**src/afg_pkg.sv**
```systemverilog
package afg_pkg;

  // Field widths fixed by the item formats.
  localparam int IDX_W      = 12;
  localparam int SIZE_W     = 13;
  localparam int SLOT_W     = 4;
  localparam int COEF_IN_W  = 16;
  localparam int OUT_W      = 24;
  localparam int COEF_SLOTS = 12;

  // Base coordinates are Q2.15 and span -32768..32768.
  localparam int BASE_W    = 17;
  localparam int BASE_ONE  = 32768;
  localparam int DIV_STEPS = 17;
  localparam int MAG_W     = 13;

  // Rounding from 27 to 16 fraction bits.
  localparam int RND_SHIFT = 11;
  localparam int RND_HALF  = 1024;

  // Operation codes of an input item.
  localparam logic OP_LOAD  = 1'b0;
  localparam logic OP_POINT = 1'b1;

  // Configuration register indexes.
  localparam int CFG_IDX_W = 3;
  localparam logic [CFG_IDX_W-1:0] CFG_GRID_MODE    = 3'd0;
  localparam logic [CFG_IDX_W-1:0] CFG_CORNER_ALIGN = 3'd1;
  localparam logic [CFG_IDX_W-1:0] CFG_GRID_WIDTH   = 3'd2;
  localparam logic [CFG_IDX_W-1:0] CFG_GRID_HEIGHT  = 3'd3;
  localparam logic [CFG_IDX_W-1:0] CFG_GRID_DEPTH   = 3'd4;

  // Kinds of work passed from the front to the back.
  localparam logic [1:0] KIND_LOAD  = 2'd0;
  localparam logic [1:0] KIND_POINT = 2'd1;
  localparam logic [1:0] KIND_BAD   = 2'd2;

  typedef struct packed {
    logic                        op;
    logic [SLOT_W-1:0]           coef_index;
    logic signed [COEF_IN_W-1:0] coef_value;
    logic [IDX_W-1:0]            col_index;
    logic [IDX_W-1:0]            row_index;
    logic [IDX_W-1:0]            depth_index;
  } item_t;

  typedef struct packed {
    logic signed [OUT_W-1:0] grid_x;
    logic signed [OUT_W-1:0] grid_y;
    logic signed [OUT_W-1:0] grid_z;
    logic                    index_error;
  } result_t;

  typedef struct packed {
    logic              grid_mode;
    logic              corner_align;
    logic [SIZE_W-1:0] grid_width;
    logic [SIZE_W-1:0] grid_height;
    logic [SIZE_W-1:0] grid_depth;
  } cfg_t;

  typedef struct packed {
    logic [1:0]                  kind;
    logic [SLOT_W-1:0]           slot;
    logic signed [COEF_IN_W-1:0] coef;
    logic [IDX_W-1:0]            col;
    logic [IDX_W-1:0]            row;
    logic [IDX_W-1:0]            dep;
  } work_t;

endpackage

```
**src/afg_front.sv**
```systemverilog
module afg_front #(
  parameter int MAX_DIM = 4096
) (
  input  logic          clk,
  input  logic          rst,
  input  afg_pkg::cfg_t cfg,
  input  logic          push,
  output logic          full,
  input  afg_pkg::item_t item,
  output logic          q_empty,
  output afg_pkg::work_t q_head,
  input  logic          q_pop
);

  localparam logic [31:0] MaxDim = 32'(MAX_DIM);

  afg_pkg::work_t    entry [2];
  logic              wr_ptr;
  logic              rd_ptr;
  logic [1:0]        count;
  afg_pkg::work_t    work;
  logic              bad;
  logic              keep;
  logic              wr_en;
  logic              rd_en;

  function automatic logic axis_bad(input logic [afg_pkg::IDX_W-1:0] idx,
                                    input logic [afg_pkg::SIZE_W-1:0] size);
    axis_bad = (size == '0) || (32'(size) > MaxDim) ||
               ({1'b0, idx} >= size);
  endfunction

  // Classify the incoming item; loads to slots past the store are dropped.
  always_comb begin
    bad = axis_bad(item.col_index, cfg.grid_width) ||
          axis_bad(item.row_index, cfg.grid_height) ||
          (cfg.grid_mode && axis_bad(item.depth_index, cfg.grid_depth));
    work.slot = item.coef_index;
    work.coef = item.coef_value;
    work.col  = item.col_index;
    work.row  = item.row_index;
    work.dep  = item.depth_index;
    if (item.op == afg_pkg::OP_LOAD) begin
      work.kind = afg_pkg::KIND_LOAD;
      keep      = (32'(item.coef_index) < 32'(afg_pkg::COEF_SLOTS));
    end else begin
      work.kind = bad ? afg_pkg::KIND_BAD : afg_pkg::KIND_POINT;
      keep      = 1'b1;
    end
  end

  assign full    = (count == 2'd2);
  assign q_empty = (count == 2'd0);
  assign q_head  = entry[rd_ptr];
  assign wr_en   = push && !full && keep;
  assign rd_en   = q_pop && !q_empty;

  // Two-entry queue between the front and the back.
  always_ff @(posedge clk) begin
    if (wr_en) begin
      entry[wr_ptr] <= work;
    end
  end

  always_ff @(posedge clk) begin
    if (rst) begin
      wr_ptr <= 1'b0;
      rd_ptr <= 1'b0;
      count  <= 2'd0;
    end else begin
      if (wr_en) begin
        wr_ptr <= !wr_ptr;
      end
      if (rd_en) begin
        rd_ptr <= !rd_ptr;
      end
      count <= count + 2'(wr_en) - 2'(rd_en);
    end
  end

endmodule

```
**src/afg_div.sv**
```systemverilog
module afg_div (
  input  logic                                clk,
  input  logic                                rst,
  input  logic                                start,
  input  logic [afg_pkg::MAG_W-1:0]           mag,
  input  logic [afg_pkg::SIZE_W-1:0]          dvs,
  input  logic                                zero,
  input  logic                                neg,
  output logic                                busy,
  output logic signed [afg_pkg::BASE_W-1:0]   base
);

  localparam int NumW = afg_pkg::MAG_W + 17;
  localparam int LowW = afg_pkg::DIV_STEPS;
  localparam int RemW = afg_pkg::SIZE_W + 1;

  logic [NumW-1:0]              numer;
  logic [LowW-1:0]              low;
  logic [RemW-1:0]              rem;
  logic [RemW-1:0]              dvs2;
  logic [afg_pkg::BASE_W-1:0]   quo;
  logic [4:0]                   cnt;
  logic                         zero_r;
  logic                         neg_r;
  logic [RemW:0]                trial;
  logic                         qbit;

  // Numerator of the rounded quotient: mag * 2^16 + d over 2d.
  assign numer = {1'b0, mag, 16'b0} + NumW'(dvs);
  assign trial = {rem, low[LowW-1]};
  assign qbit  = (trial >= {1'b0, dvs2});

  // One quotient bit each cycle.
  always_ff @(posedge clk) begin
    if (start) begin
      rem    <= RemW'(numer[NumW-1:LowW]);
      low    <= numer[LowW-1:0];
      dvs2   <= {dvs, 1'b0};
      zero_r <= zero;
      neg_r  <= neg;
    end else if (busy) begin
      rem <= qbit ? RemW'(trial - {1'b0, dvs2}) : trial[RemW-1:0];
      low <= {low[LowW-2:0], 1'b0};
      quo <= {quo[afg_pkg::BASE_W-2:0], qbit};
    end
  end

  always_ff @(posedge clk) begin
    if (rst) begin
      busy <= 1'b0;
      cnt  <= '0;
    end else if (start) begin
      busy <= 1'b1;
      cnt  <= 5'(afg_pkg::DIV_STEPS);
    end else if (busy) begin
      cnt <= cnt - 5'd1;
      if (cnt == 5'd1) begin
        busy <= 1'b0;
      end
    end
  end

  always_comb begin
    if (zero_r) begin
      base = '0;
    end else if (neg_r) begin
      base = -$signed(quo);
    end else begin
      base = $signed(quo);
    end
  end

endmodule

```
**src/afg_back.sv**
```systemverilog
module afg_back #(
  parameter int COEF_WIDTH = 16
) (
  input  logic            clk,
  input  logic            rst,
  input  afg_pkg::cfg_t   cfg,
  input  logic            q_empty,
  input  afg_pkg::work_t  q_head,
  output logic            q_pop,
  output logic            empty,
  input  logic            pop,
  output afg_pkg::result_t result
);

  localparam int ProdW = COEF_WIDTH + afg_pkg::BASE_W;
  localparam int AccW  = COEF_WIDTH + afg_pkg::BASE_W + 2;

  localparam logic [1:0] S_IDLE = 2'd0;
  localparam logic [1:0] S_DIV  = 2'd1;
  localparam logic [1:0] S_MAC  = 2'd2;
  localparam logic [1:0] S_FIN  = 2'd3;

  logic [1:0]                               state;
  logic [1:0]                               state_next;
  logic signed [COEF_WIDTH-1:0]             coef [afg_pkg::COEF_SLOTS];
  logic signed [COEF_WIDTH-1:0]             ops [3][4];
  logic signed [afg_pkg::BASE_W-1:0]        bops [4];
  logic signed [ProdW-1:0]                  prod [3];
  logic signed [AccW-1:0]                   acc [3];
  logic                                     pvalid;
  logic [2:0]                               step;
  logic [2:0]                               terms;
  logic                                     three;
  logic                                     err;
  logic                                     res_valid;
  logic                                     out_free;
  logic                                     start;
  logic                                     div_busy [3];
  logic signed [afg_pkg::BASE_W-1:0]        base [3];
  logic [afg_pkg::IDX_W-1:0]                idx [3];
  logic [afg_pkg::SIZE_W-1:0]               size [3];
  logic signed [31:0]                       coef_ext;

  function automatic logic signed [afg_pkg::OUT_W-1:0] finish(
      input logic signed [AccW-1:0] a);
    logic signed [AccW:0] t;
    logic signed [AccW:0] r;
    t = {a[AccW-1], a} + (AccW+1)'(afg_pkg::RND_HALF);
    r = t >>> afg_pkg::RND_SHIFT;
    if (r > (AccW+1)'(8388607)) begin
      finish = 24'sh7FFFFF;
    end else if (r < -(AccW+1)'(8388608)) begin
      finish = -24'sh800000;
    end else begin
      finish = r[afg_pkg::OUT_W-1:0];
    end
  endfunction

  assign idx[0]  = q_head.col;
  assign idx[1]  = q_head.row;
  assign idx[2]  = q_head.dep;
  assign size[0] = cfg.grid_width;
  assign size[1] = cfg.grid_height;
  assign size[2] = cfg.grid_depth;

  assign q_pop    = (state == S_IDLE) && !q_empty;
  assign start    = q_pop && (q_head.kind == afg_pkg::KIND_POINT);
  assign out_free = !res_valid || pop;
  assign empty    = !res_valid;
  assign terms    = three ? 3'd4 : 3'd3;
  assign coef_ext = 32'(q_head.coef);

  // One divider per axis forms the normalized base coordinate.
  for (genvar a = 0; a < 3; a++) begin : g_axis
    logic signed [14:0]            n;
    logic                          neg;
    logic [afg_pkg::MAG_W-1:0]     mag;
    logic [afg_pkg::SIZE_W-1:0]    d;
    logic                          zero;
    always_comb begin
      n    = $signed({2'b0, idx[a], 1'b0}) - $signed({2'b0, size[a]} - 15'd1);
      neg  = n[14];
      mag  = neg ? 13'(-n) : n[12:0];
      d    = cfg.corner_align ? size[a] - 13'd1 : size[a];
      zero = (size[a] == 13'd1) || (d == '0);
    end
    afg_div u_div (
      .clk   (clk),
      .rst   (rst),
      .start (start),
      .mag   (mag),
      .dvs   (d),
      .zero  (zero),
      .neg   (neg),
      .busy  (div_busy[a]),
      .base  (base[a])
    );
  end

  // Control sequence for one unit of work.
  always_comb begin
    state_next = state;
    unique case (state)
      S_IDLE: begin
        if (q_pop) begin
          if (q_head.kind == afg_pkg::KIND_POINT) begin
            state_next = S_DIV;
          end else if (q_head.kind == afg_pkg::KIND_BAD) begin
            state_next = S_FIN;
          end
        end
      end
      S_DIV: begin
        if (!div_busy[0] && !div_busy[1] && !div_busy[2]) begin
          state_next = S_MAC;
        end
      end
      S_MAC: begin
        if (step == terms) begin
          state_next = S_FIN;
        end
      end
      S_FIN: begin
        if (out_free) begin
          state_next = S_IDLE;
        end
      end
      default: state_next = S_IDLE;
    endcase
  end

  always_ff @(posedge clk) begin
    if (rst) begin
      state <= S_IDLE;
    end else begin
      state <= state_next;
    end
  end

  // Coefficient store, cleared by reset.
  always_ff @(posedge clk) begin
    if (rst) begin
      for (int k = 0; k < afg_pkg::COEF_SLOTS; k++) begin
        coef[k] <= '0;
      end
    end else if (q_pop && q_head.kind == afg_pkg::KIND_LOAD) begin
      coef[q_head.slot] <= coef_ext[COEF_WIDTH-1:0];
    end
  end

  // Latch mode and error flag of the current point.
  always_ff @(posedge clk) begin
    if (q_pop) begin
      three <= cfg.grid_mode;
      err   <= (q_head.kind == afg_pkg::KIND_BAD);
    end
  end

  // Operand lines feed one multiplier per row, one term a cycle.
  always_ff @(posedge clk) begin
    if (state == S_DIV) begin
      for (int r = 0; r < 3; r++) begin
        for (int k = 0; k < 4; k++) begin
          if (three) begin
            ops[r][k] <= coef[r * 4 + k];
          end else if (k < 3 && r < 2) begin
            ops[r][k] <= coef[r * 3 + k];
          end else begin
            ops[r][k] <= '0;
          end
        end
        acc[r] <= '0;
      end
      bops[0] <= base[0];
      bops[1] <= base[1];
      bops[2] <= three ? base[2] : 17'(afg_pkg::BASE_ONE);
      bops[3] <= 17'(afg_pkg::BASE_ONE);
      step    <= '0;
      pvalid  <= 1'b0;
    end else if (state == S_MAC) begin
      for (int r = 0; r < 3; r++) begin
        for (int k = 0; k < 3; k++) begin
          ops[r][k] <= ops[r][k + 1];
        end
        prod[r] <= ops[r][0] * bops[0];
        if (pvalid) begin
          acc[r] <= acc[r] + AccW'(prod[r]);
        end
      end
      for (int k = 0; k < 3; k++) begin
        bops[k] <= bops[k + 1];
      end
      pvalid <= (step < terms);
      step   <= step + 3'd1;
    end
  end

  // Result register parts the back from the consumer.
  always_ff @(posedge clk) begin
    if (state == S_FIN && out_free) begin
      if (err) begin
        result.grid_x <= '0;
        result.grid_y <= '0;
        result.grid_z <= '0;
      end else begin
        result.grid_x <= finish(acc[0]);
        result.grid_y <= finish(acc[1]);
        result.grid_z <= three ? finish(acc[2]) : '0;
      end
      result.index_error <= err;
    end
  end

  always_ff @(posedge clk) begin
    if (rst) begin
      res_valid <= 1'b0;
    end else if (state == S_FIN && out_free) begin
      res_valid <= 1'b1;
    end else if (pop) begin
      res_valid <= 1'b0;
    end
  end

endmodule

```
**src/affine_grid_generator.sv**
```systemverilog
// Channel   Handshake           Payload
// item      push / full         afg_pkg::item_t (load or point)
// result    pop / empty         afg_pkg::result_t
// config    cfg_we (no wait)    cfg_index, cfg_data
//
// A load is taken in the back's idle state and an out-of-range point passes
// straight to the result step; a valid point is dequeued, waits for the serial
// base-coordinate dividers, then takes one matrix column per step and drains products.
// A result that is not taken holds the back in its last step, while the
// two-entry queue keeps accepting items until it is full.
// Reset is synchronous and clears the coefficient store and all queues.
module affine_grid_generator #(
  parameter int MAX_DIM    = 4096,
  parameter int COEF_WIDTH = 16
) (
  input  logic                               clk,
  input  logic                               rst,
  input  logic                               push,
  output logic                               full,
  input  afg_pkg::item_t                     item,
  output logic                               empty,
  input  logic                               pop,
  output afg_pkg::result_t                   result,
  input  logic                               cfg_we,
  input  logic [afg_pkg::CFG_IDX_W-1:0]      cfg_index,
  input  logic [afg_pkg::SIZE_W-1:0]         cfg_data
);

  afg_pkg::cfg_t  cfg;
  afg_pkg::work_t q_head;
  logic           q_empty;
  logic           q_pop;

  // Configuration registers.
  always_ff @(posedge clk) begin
    if (rst) begin
      cfg.grid_mode    <= 1'b0;
      cfg.corner_align <= 1'b0;
      cfg.grid_width   <= 13'd1;
      cfg.grid_height  <= 13'd1;
      cfg.grid_depth   <= 13'd1;
    end else if (cfg_we) begin
      case (cfg_index)
        afg_pkg::CFG_GRID_MODE:    cfg.grid_mode    <= cfg_data[0];
        afg_pkg::CFG_CORNER_ALIGN: cfg.corner_align <= cfg_data[0];
        afg_pkg::CFG_GRID_WIDTH:   cfg.grid_width   <= cfg_data;
        afg_pkg::CFG_GRID_HEIGHT:  cfg.grid_height  <= cfg_data;
        afg_pkg::CFG_GRID_DEPTH:   cfg.grid_depth   <= cfg_data;
        default: ;
      endcase
    end
  end

  afg_front #(
    .MAX_DIM (MAX_DIM)
  ) u_front (
    .clk     (clk),
    .rst     (rst),
    .cfg     (cfg),
    .push    (push),
    .full    (full),
    .item    (item),
    .q_empty (q_empty),
    .q_head  (q_head),
    .q_pop   (q_pop)
  );

  afg_back #(
    .COEF_WIDTH (COEF_WIDTH)
  ) u_back (
    .clk     (clk),
    .rst     (rst),
    .cfg     (cfg),
    .q_empty (q_empty),
    .q_head  (q_head),
    .q_pop   (q_pop),
    .empty   (empty),
    .pop     (pop),
    .result  (result)
  );

endmodule

```
**config.mk**
```make
export PLATFORM = sky130hd
export DESIGN_NAME = affine_grid_generator
export DESIGN_NICKNAME = d
export VERILOG_FILES = /design/src/afg_pkg.sv /design/src/afg_front.sv /design/src/afg_div.sv /design/src/afg_back.sv /design/src/affine_grid_generator.sv
export SDC_FILE = /design/constraint.sdc
export NUM_CORES = 2
export LEC_CHECK = 0
export BUFFER_PORTS_ARGS = -buffer_cell sky130_fd_sc_hd__clkbuf_2
export CORE_MARGIN = 3
export CORE_UTILIZATION = 55
export DETAILED_ROUTE_END_ITERATION = 10
export GPL_TIMING_DRIVEN = 0
export PLACE_DENSITY = 0.71
export SYNTH_ARGS = -nofsm -noshare
export SYNTH_HDL_FRONTEND = slang
export SYNTH_SLANG_ARGS = --single-unit
```
**constraint.sdc**
```tcl
create_clock -name clk -period 9 [get_ports clk]
set_input_delay 1.8 -clock clk [delete_from_list [all_inputs] [get_ports clk]]
set_output_delay 1.8 -clock clk [all_outputs]
set_load 0.005 [all_outputs]
```
# Word-level counts from Yosys, hierarchy flattened
# Memories as Yosys holds them, arrays and structs flattened. A register that Yosys moved wholly into a read port is not among the register bits.
# Cells that the tools add are included.
[classes] n_reduce_logical=59 n_lt_le_gt_ge=17 addsub=33 n_div=0 shift=0 eq_ne=22 n_bitwise=29 multipliers=3 n_mux=116
[ops] cell="$mux W16" count=22
[ops] cell="$mux W17" count=16
[ops] cell="$mux W13" count=12
[ops] cell="$add A35 B12 Y36 const B" count=3
[ops] cell="$add A35 B33 Y35" count=3
[ops] cell="$mux W35" count=3
[ops] cell="$mul A16 B17 Y33" count=3
[ops] cell="$add A29 B13 Y30" count=3
[ops] cell="$logic_not A13 Y1" count=6
[ops] cell="$gt A25 B24 Y1 const B" count=3
[ops] cell="$lt A25 B24 Y1 const B" count=3
[ops] cell="$mux W24" count=3
[ops] cell="$mux W23" count=3
[ops] cell="$neg A17 Y17" count=3
[ops] cell="$ge A15 B14 Y1" count=3
[ops] cell="$sub A14 B14 Y15" count=3
[ops] cell="$mux W14" count=3
[ops] cell="$sub A13 B1 Y14 const B" count=3
[ops] cell="$sub A14 B14 Y14" count=3
[ops] cell="$eq A13 B1 Y1 const B" count=3
[ops] cell="$ge A12 B13 Y1" count=3
[ops] cell="$gt A13 B13 Y1 const B" count=3
[ops] cell="$neg A13 Y13" count=3
[ops] cell="$sub A13 B1 Y13 const B" count=3
[ops] cell="34 further kinds" count=163
[word_totals] out_inout_bits=75 mem_count=6 mem_bits_ro=0 register_bits=334 ramBits=772 latch_bits=0
[mem_list] name="u_back.coef" depth=12 width=16 rd=12 rd_ports_with_merged_regs=0 wr=12 line_no="afg_back.sv:25" text="logic signed [COEF_WIDTH-1:0] coef [afg_pkg::COEF_SLOTS];"
[mem_list] name="u_back.ops" depth=3 width=64 rd=3 rd_ports_with_merged_regs=0 wr=3 line_no="afg_back.sv:26" text="logic signed [COEF_WIDTH-1:0] ops [3][4];"
[mem_list] name="u_front.entry" depth=2 width=58 rd=1 rd_ports_with_merged_regs=1 wr=1 line_no="afg_front.sv:17" text="afg_pkg::work_t entry [2];"
[mem_list] name="u_back.acc" depth=3 width=35 rd=3 rd_ports_with_merged_regs=0 wr=3 line_no="afg_back.sv:29" text="logic signed [AccW-1:0] acc [3];"
[mem_list] name="u_back.prod" depth=3 width=33 rd=3 rd_ports_with_merged_regs=0 wr=3 line_no="afg_back.sv:28" text="logic signed [ProdW-1:0] prod [3];"
[mem_list] name="u_back.bops" depth=4 width=17 rd=4 rd_ports_with_merged_regs=0 wr=4 line_no="afg_back.sv:27" text="logic signed [afg_pkg::BASE_W-1:0] bops [4];"

# Depth between registers and ports, before layout
[depth] word_depth=9 depth_mapped=26

# Cells and area by module
# Synthesis repeated with hierarchy kept, for this count alone.
[hier_totals] cells_unflattened=7960 area_unflattened_um2=86249.0
[modules_own_cells] module="afg_back" area_per_inst_um2=67989.0 cells_each=6510 seq_area_each_um2=21580.7 instances=1
[modules_own_cells] module="afg_div" area_per_inst_um2=3707.3 cells_each=316 seq_area_each_um2=2001.9 instances=3
[modules_own_cells] module="afg_front" area_per_inst_um2=5442.7 cells_each=348 seq_area_each_um2=3583.4 instances=1
[modules_own_cells] module="affine_grid_generator" area_per_inst_um2=1695.4 cells_each=154 seq_area_each_um2=820.8 instances=1

# Least setup slack after synthesis
# No wires, ideal clock.
[synth_timing] path_type="reg2reg" start="memory u_back.bops[0][16] in the netlist's numbering" end="memory u_back.prod[0][98] in the netlist's numbering (data pin)" arrival_ps=6492 setup_slack_ps=2350 path_stages_with_launch=21 path_buffers=2 path_cell_list="edfxtp_1 clkbuf_1 clkbuf_1 nand2_1 fa_1 inv_1 fa_1 fa_1 fa_1 fa_1 inv_1 fa_1 inv_1 ha_1 a2111oi_0 a21oi_1 a21oi_1 o32ai_1 or4_1 a2111o_1 o211ai_1"
[synth_rtl] item="start: declaration" line_no="afg_back.sv:27"
[synth_rtl] item="end: declaration" line_no="afg_back.sv:28"

==> metrics.txt <==
most frequent cell after synthesis inv_1; Slew Viols, Final 0; final hold violations 0; Period minus WS final 8480 ps; Setup Skew about 60 ps; mux cell area share after synthesis roughly 1.7%; Hold Crit Class reg2reg; global-route usage over all layers 28.1%; post-synthesis sequential element count 1090; CTS Root Cell clkbuf_16; Synth Warn # 0; Die Wd 400 um; first-iteration detailed-routing DRC count a little over 5000; Synth async-reset ratio 0%; reg2reg end u_back.prod[0][98]; Remaining DRCs 0; P&R area growth vs syn 8.78%; CTS clock-pin slew for the worst setup and hold paths 60 ps; # clock sinks 1090; PortBufs between 150 and 200; crit share post-route approximately 94%; wire per inst around 21 um; max-cap viol count 0; Slew @ Worst Pin roughly 1400 ps; Post-Syn Instances between 8000 and 9000; Layout fillers roughly 13000; worst hold path startpoint u_back.g_axis[1].u_div.rem[13]; worst reg2reg setup slack 520 ps; Post-synth top cells inv_1 (1139), edfxtp_1 (1016), nand2_1 (957); largest family of logic cells by synthesized area adder cells; clk buf depth 3; vias in the first global route roughly 61000; Num CTS Buffers 115; largest net degree at the start of global routing between 60 and 70; Worst Hold End u_back.g_axis[1].u_div.rem[13]; first-pass GRT wire length 344 mm; hold_buf cts 0; die height between 300 and 400 um; XOR/XNOR Fraction of Synth Area under 10%; placer congestion estimate 0.996; Yosys cell types 100; Synth Area in Compound Gates between 8 and 9%; CP arrival 9070 ps; full die area 0.160 mm^2; required time worst endpoint 9580 ps; EDFF count, synth approximately 1000; Post-CTS Setup Bufs 0; crit end category flip-flop; Crit Path Category reg2reg; DR vias about 60000; post-synth top area cell edfxtp_1; Final Core Density between 60% and 70%; CTS tree built; initial core utilization 55.7%; startpoint types flip-flop; Syn Area/Cell 10.5 um^2; status finished, final reports clean; top-area cell type share of the netlist area 35.8%; Post-CTS Resized 0; Synth Cell Area ~0.085 mm^2; Achievable Freq approximately 0.12 GHz; vias per cell around 5.7; post-route ant nets 0; Net Count, Synth around 9500; RR Startpoint u_back.bops[0][16]; layout cells sized above 1 between 5 and 6%; final setup fails 0; core footprint approximately 0.15 mm^2; Clock Latency Late Sink 790 ps; post-synthesis simple-gate area fraction between 10% and 20%; First-pass DRT Iterations 6; Seq/Total Area, Yosys ~38%; GR Overflow Total 0; number of H-tree levels 3; synth top area cells edfxtp_1 (36%), fa_1 (20%), ha_1 (7.3%), inv_1 (5.0%), nand2_1 (4.2%); Worst Reg-to-Reg Cells 20; CP max FO 10; RSZ-0062 raised after global routing false; IO Pins roughly 150; initial antenna violation count 7; post-synthesis adder-cell area fraction approximately 27%; Synth Flop Type edfxtp_1; nets between 9000 and 10000; Worst slew margin around 6.5%; Rows roughly 140; routed wire length around 220 mm; hold path depth 2; post-DP HPWL approximately 170 mm
layer usage:
metal | share of wire [%] | GRT usage (%) | vias up
li1 | - | - | 27500
met1 | 41 | 37.5 | 29500
met2 | 47 | 45.9 | 2268
met3 | 8.5 | 5.61 | 439
met4 | 3.9 | 9.75 | 4
met5 | 0.025 | 0.216 | -
layout by cell type (no fill, tap or decap), types with 53 or more instances in the layout:
cell	n
edfxtp_1	1016
ha_1	498
a21oi_1	333
xnor2_1	300
o21ai_0	283
clkbuf_2	161
o21a_1	53
mux2i_1	91
clkbuf_16	118
nor3_1	89
nor2_1	510
dfxtp_1	74
nand2_1	957
fa_1	834
and2_1	475
inv_1	1139
a22o_1	82
a21o_1	136
nand3_1	113
xor2_1	153
nand2b_1	63
clkbuf_1	330
registers in the layout (all words and copies together) (netlist names), 2 cells and up, named ones only:
register	cells
u_back.g_axis.u_div.rem	42
u_back.g_axis.u_div.busy	3
u_back.g_axis.u_div.dvs2	39
u_back.result	73
cfg	41
u_back.ops	192
u_back.bops	51
u_back.prod	99
u_back.state	2
u_back.g_axis.u_div.quo	51
u_front.count	2
u_back.step	3
u_back.coef	192
u_front.entry	116
u_back.g_axis.u_div.low	51
u_back.acc	105
u_back.g_axis.u_div.neg_r	3
u_back.g_axis.u_div.cnt	15
u_back.g_axis.u_div.zero_r	3
cells by family (layout without fill, tap and decap cells):
group	count (synthesis)	count (layout)
muxes	141	141
adders and majority gates	1334	1334
buffers and inverters	1481	1861
DFF	1090	1090
other	0	6
and+or+nand+nor	2479	2479
xor gates and xnor gates	454	454
AOI/OAI and AO/OA	1158	1158
stage by stage:
stage / setup slack (ps) / instance area, um^2 / hold WS [ps] / cells / setup TNS, ps
4_1_cts: 597 / 92700 / 474 / 10500 / 0
3_5_place_dp: 629 / 88800 / 464 / 10300 / 0
5_1_grt: 33.6 / 92700 / 492 / 10500 / 0
3_3_place_gp: -944 / 88500 / 455 / 10300 / -93960
6_report: 516 / 92700 / 476 / 10600 / 0
2_1_floorplan: 2350 / 85200 / 430 / 8137 / 0
worst max path at each step:
stage                       startpoint                  to  slack, ps
floorplan           u_back.bops[0][16]  u_back.prod[0][98]       2350
global placement       u_back.state[0]   u_back.acc[0][62]       -940
detailed placement  u_back.bops[0][16]  u_back.prod[0][98]        630
CTS                 u_back.bops[0][16]  u_back.prod[0][98]        600
global route        u_back.bops[0][16]  u_back.prod[0][98]         30
finish              u_back.bops[0][16]  u_back.prod[0][98]        520
worst max-delay path: stages, from the launching register on:
cell and delay (ps):
edfxtp_1 390, clkbuf_1 760, clkbuf_1 700, nand2_1 400, fa_1 590, inv_1 80, fa_1 990, fa_1 540
fa_1 490, fa_1 550, inv_1 50, fa_1 520, inv_1 40, ha_1 350, a2111oi_0 490, a21oi_1 170
a21oi_1 160, o32ai_1 110, or4_1 440, a2111o_1 380, o211ai_1 100
area by class of cell:
class	instances	area (um^2)	area share, %
antenna	6	15.0	0.0162
tap	2030	2540	2.74
sequential	1090	32000	34.5
inverter	1142	4290	4.63
multi-input combinational	5566	47700	51.5
buffer	339	1290	1.39
clock inverter	82	808	0.872
timing repair buffer	162	998	1.08
clock buffer	136	3060	3.30
Power is not shown: default switching activity piles up to over one toggle a cycle in this logic, so the estimate is an artifact.
